==> src/sv/smv_pkg.sv <==
// ----------------------------------------------------------------------------
// smv_pkg: shared types and constants for the sparse matrix-vector multiplier
// Holds the transaction structs, action codes, register indexes and the
// fixed widths of the fixed-point datapath.
// ----------------------------------------------------------------------------
package smv_pkg;

    // Field widths of the transactions.
    localparam int ACTION_W  = 3;
    localparam int INDEX_W   = 6;
    localparam int VAL_FW    = 32;
    localparam int DIM_FW    = 7;
    localparam int CFG_IDX_W = 2;

    // Accumulator width and number of fraction bits in Q16.16.
    localparam int ACC_W     = 48;
    localparam int FRAC_BITS = 16;

    // Actions.
    localparam logic [ACTION_W-1:0] ACT_ENTRY = 3'd0;
    localparam logic [ACTION_W-1:0] ACT_SRC   = 3'd1;
    localparam logic [ACTION_W-1:0] ACT_DST   = 3'd2;
    localparam logic [ACTION_W-1:0] ACT_START = 3'd3;
    localparam logic [ACTION_W-1:0] ACT_CLEAR = 3'd4;

    // Configuration register indexes.
    localparam logic [CFG_IDX_W-1:0] CFG_NUM_ROWS = 2'd0;
    localparam logic [CFG_IDX_W-1:0] CFG_NUM_COLS = 2'd1;
    localparam logic [CFG_IDX_W-1:0] CFG_MODE     = 2'd2;

    // Bits of the mode register.
    localparam int MODE_ADD_BIT   = 0;
    localparam int MODE_TRANS_BIT = 1;

    typedef struct packed {
        logic [ACTION_W-1:0]      action;
        logic [INDEX_W-1:0]       row_index;
        logic [INDEX_W-1:0]       col_index;
        logic signed [VAL_FW-1:0] value;
    } t_in_item;

    typedef struct packed {
        logic [INDEX_W-1:0]       out_index;
        logic signed [VAL_FW-1:0] out_value;
        logic                     last;
        logic                     overflow;
    } t_out_item;

endpackage

==> src/sv/smv_mac.sv <==
// ----------------------------------------------------------------------------
// smv_mac: shared multiply-accumulate unit
// Registers the full product of two fixed-point values, then adds the
// product, floored to Q32.16, to an accumulator value modulo 2^48.
// ----------------------------------------------------------------------------
module smv_mac
    import smv_pkg::*;
#(
    parameter int VALUE_WIDTH = 32
) (
    input  logic                          i_clk,
    input  logic                          i_en,
    input  logic signed [VALUE_WIDTH-1:0] i_a,
    input  logic signed [VALUE_WIDTH-1:0] i_b,
    input  logic signed [ACC_W-1:0]       i_acc,
    output logic signed [ACC_W-1:0]       o_sum
);

    localparam int PW = 2 * VALUE_WIDTH;

    logic signed [PW-1:0] r_prod;

    always_ff @(posedge i_clk) begin
        if (i_en) begin
            r_prod <= PW'(i_a) * PW'(i_b);
        end
    end

    // An arithmetic shift rounds toward minus infinity, as required.
    assign o_sum = i_acc + ACC_W'(r_prod >>> FRAC_BITS);

endmodule

==> config.mk <==
export PLATFORM = sky130hd
export DESIGN_NAME = smv_mac
export DESIGN_NICKNAME = d
export VERILOG_FILES = /design/src/sv/smv_pkg.sv /design/src/sv/smv_mac.sv
export SDC_FILE = /design/constraint.sdc
export NUM_CORES = 2
export LEC_CHECK = 0
export ABC_CLOCK_PERIOD_IN_PS = 8500
export BUFFER_PORTS_ARGS = -buffer_cell sky130_fd_sc_hd__buf_2
export CAP_MARGIN = 10
export CORE_ASPECT_RATIO = 0.8
export CORE_MARGIN = 3
export CORE_UTILIZATION = 35
export DETAILED_ROUTE_END_ITERATION = 8
export SETUP_SLACK_MARGIN = 0.02
export SLEW_MARGIN = 20
export SYNTH_ARGS = -nofsm -noshare
export SYNTH_HDL_FRONTEND = slang
export SYNTH_SLANG_ARGS = --single-unit
==> constraint.sdc <==
create_clock -name i_clk -period 8.5 [get_ports i_clk]
set_clock_uncertainty 0.1 [all_clocks]
set_input_delay 0.425 -clock i_clk [delete_from_list [all_inputs] [get_ports i_clk]]
set_output_delay 0.425 -clock i_clk [all_outputs]
set_load 0.02 [all_outputs]
==> results_dict.tcl <==
set metrics [dict create \
    number_of_enable_type_register_cells_in_the_synthesized_netlist 48 \
    clockBufferDepth 2 \
    port-buffer-count 161 \
    route.vias.total 27575 \
    grt_use_total_pct 19.22 \
    ctsResizeCount 1 \
    async_flop_share_pct 0 \
    timing.final.max_slew_violations 0 \
    routabilityCongestion 0.8876 \
    crit_path_cell_trace "buf_2 -> and2_1 -> fa_1 -> fa_1 -> inv_1 -> fa_1 -> fa_1 -> inv_1 -> fa_1 -> fa_1 -> fa_1 -> fa_1 -> ha_1 -> nand2_1 -> or3_1 -> a211oi_4 -> a211oi_1 -> buf_4 -> o31a_1 -> o21a_2 -> o21ai_2 -> a21oi_1 -> xnor2_1" \
    largestRegisters "r_prod x48" \
    netlist-cell-type-count 67 \
    grt_start_max_net_pins 49 \
    cp_num_cells 23 \
    die_area_um2 116400 \
    critical_path.n_buffers_inverters 4 \
    drt-initial-drc-count 1809 \
    clk_pin_slew_worst_paths_ns 0.07 \
    timing.hold.worst_path_depth 2 \
    ys.flop_type "sky130_fd_sc_hd__edfxtp_1" \
    cpMostUsedCell "sky130_fd_sc_hd__fa_1" \
    critical_path.max_stage_delay_ns 0.58 \
    cts.htree.levels 2 \
    core_region_area_um2 111000 \
    critical-path-slowest-cell "sky130_fd_sc_hd__buf_2" \
    worstPathArrival_ns 8.17 \
    die_x_um 380.7 \
    antenna_left 0 \
    cts_root_buf "sky130_fd_sc_hd__clkbuf_16" \
    detail_route.vias_per_cell 4.809 \
    clock_sink_count 48 \
    synth.yosys.seq_area_share_pct 3.666 \
    worst_setup_path_start_kind "input port" \
    layout.nets 5655 \
    maxCapViolCount 0 \
    final_layout_size_suffix_gt1_share_pct 7.442 \
    synthesis.area_um2 39310 \
    wl_mm 109.5 \
    start_util_pct 35.41 \
    yosys_register_bits 48 \
    drc_viols 0 \
    period_share_pct 96.56 \
    die_height_um 305.8 \
    worst_pin_slew_ns 0.8172 \
    min-delay-start "i_en" \
    yosys_warnings 0 \
    fp-row-count 109 \
    finalInstanceArea_um2 42420 \
    cts-hold-fix-buffers 0 \
    area_growth_syn_to_layout_pct 7.896 \
    post-cts-setup-buffers 0 \
    hp-class "in -> reg" \
    status "finished clean" \
    gr-total-overflow 0 \
    worst-endpoint-required_ns 8.46 \
    tritoncts "done" \
    setup_failing_eps_final 0 \
    timing.critical_path.to_type "register" \
    crit_type "in -> reg" \
    grt_pass1_vias 29760 \
    mappedNetlistNets 5566 \
    number_of_primary_i_o_pins 162 \
    largest_reg_by_ff_count "r_prod" \
    drtPass1Iterations 5 \
    largest_register_ffs 48 \
    dp_worst_setup_slack_ns -0.5176 \
    critical-path-top-delay-family "adder cells" \
    fin_hold_ws_ns 0.6840 \
    shortest_clock_period_the_worst_path_allows_after_layout_ns 8.208 \
    synth_cells 4143 \
    final_critical_path_setup_slack_ns 0.2924 \
    syn-mean-instance-area_um2 9.489 \
    rsz0062_at_grt "false" \
    routed_wire_length_per_instance_um 19.10 \
    cts_bufs_inserted 5 \
    endpoint_worst_hold "r_prod[26]" \
    first_pass_grt_wire_length_mm 174.8 \
    post_dp_cell_area_um2 42210 \
    initial_antenna_violation_count 10 \
    dp_hpwl_mm 95.93 \
    clock.fmax_mhz 121.8 \
    fillerInstances 11172 \
    path_max_fanout 32 \
    finalHoldViolations 0 \
    timing.max_slew.rel_slack_pct 44.94 \
]
[kinds of logic after synthesis]
logic type / Yosys count / synth area share, %
adder cells (fa/ha/maj): 1309 / 62.32
AND/OR/NAND/NOR: 1239 / 15.72
buffers and inverters: 1171 / 11.19
AO/OA/AOI/OAI: 273 / 4.803
XOR/XNOR: 102 / 2.272
flip-flops: 48 / 3.666
multiplexers: 1 / 0.02546
[metrics by stage]
stage / std cells / utilization [%] / setup TNS [ns]
detailed placement: 5723 / 38.02 / -2.335
CTS: 5731 / 38.18 / 0
global route: 5732 / 38.21 / 0
global placement: 5723 / 38.02 / -1.551
finish: 5734 / 38.21 / 0
floorplan: 4143 / - / 0
[worst max-delay path by stage]
stage | from | endpoint | slack [ns]
detailed placement | i_b[8] | r_prod[56] | -0.52
global placement | i_b[8] | r_prod[56] | -0.38
finish | i_b[16] | r_prod[56] | 0.29
CTS | i_b[8] | r_prod[56] | 0.18
global route | i_b[2] | r_prod[56] | 0.05
floorplan | i_b[2] | r_prod[63] | 0.71
[final cells by class]
cell class / instances / area (µm²) / area share (%)
tap: 1498 / 1874 / 4.419
clock buffer: 5 / 125.1 / 0.2950
timing repair buffer: 286 / 1809 / 4.265
antenna: 3 / 7.507 / 0.01770
sequential: 48 / 1441 / 3.398
multi-input combinational: 2924 / 33480 / 78.94
inverter: 967 / 3630 / 8.557
clock inverter: 3 / 46.29 / 0.1091
[Yosys cell counts, types with 7 or more instances]
| library cell | instances | area (µm²) |
|---|---|---|
| sky130_fd_sc_hd__fa_1 | 1082 | 21660 |
| sky130_fd_sc_hd__a31oi_1 | 9 | 56.30 |
| sky130_fd_sc_hd__nand4_1 | 13 | 81.33 |
| sky130_fd_sc_hd__and2_1 | 514 | 3216 |
| sky130_fd_sc_hd__a211o_1 | 7 | 61.31 |
| sky130_fd_sc_hd__inv_1 | 966 | 3626 |
| sky130_fd_sc_hd__and3_1 | 12 | 75.07 |
| sky130_fd_sc_hd__nor3_1 | 14 | 70.07 |
| sky130_fd_sc_hd__o21ai_0 | 39 | 195.2 |
| sky130_fd_sc_hd__o21a_1 | 11 | 82.58 |
| sky130_fd_sc_hd__ha_1 | 227 | 2840 |
| sky130_fd_sc_hd__nor2b_1 | 12 | 75.07 |
| sky130_fd_sc_hd__edfxtp_1 | 48 | 1441 |
| sky130_fd_sc_hd__a21o_1 | 55 | 412.9 |
| sky130_fd_sc_hd__a21oi_1 | 72 | 360.4 |
| sky130_fd_sc_hd__o21bai_1 | 7 | 52.55 |
| sky130_fd_sc_hd__clkbuf_1 | 199 | 747.0 |
| sky130_fd_sc_hd__a211oi_1 | 12 | 90.09 |
| sky130_fd_sc_hd__nor2_1 | 77 | 289.0 |
| sky130_fd_sc_hd__xor2_1 | 36 | 315.3 |
| sky130_fd_sc_hd__nand2b_1 | 20 | 125.1 |
| sky130_fd_sc_hd__nand3_1 | 24 | 120.1 |
| sky130_fd_sc_hd__nand2_1 | 538 | 2019 |
| sky130_fd_sc_hd__o211ai_1 | 7 | 52.55 |
| sky130_fd_sc_hd__xnor2_1 | 66 | 578.1 |
[metal layers]
metal / GRT usage (%) / wire length (µm) / vias up
met5: 0 / 51 / -
li1: - / - / 12239
met4: 1.635 / 967 / 8
met3: 3.314 / 8304 / 69
met1: 29.26 / 51700 / 14383
met2: 29.81 / 48510 / 876
[layout by cell type (no fill, tap or decap), types with 48 or more instances in the layout]
cell type / instances
sky130_fd_sc_hd__and2_1: 514
sky130_fd_sc_hd__ha_1: 227
sky130_fd_sc_hd__buf_4: 121
sky130_fd_sc_hd__buf_2: 155
sky130_fd_sc_hd__nand2_1: 538
sky130_fd_sc_hd__inv_1: 966
sky130_fd_sc_hd__a21o_1: 55
sky130_fd_sc_hd__fa_1: 1082
sky130_fd_sc_hd__a21oi_1: 72
sky130_fd_sc_hd__nor2_1: 77
sky130_fd_sc_hd__xnor2_1: 66
sky130_fd_sc_hd__edfxtp_1: 48
Power is left out: the tool's default activity adds up to more than one toggle a clock period on the data nets, which glitch-free logic cannot reach.
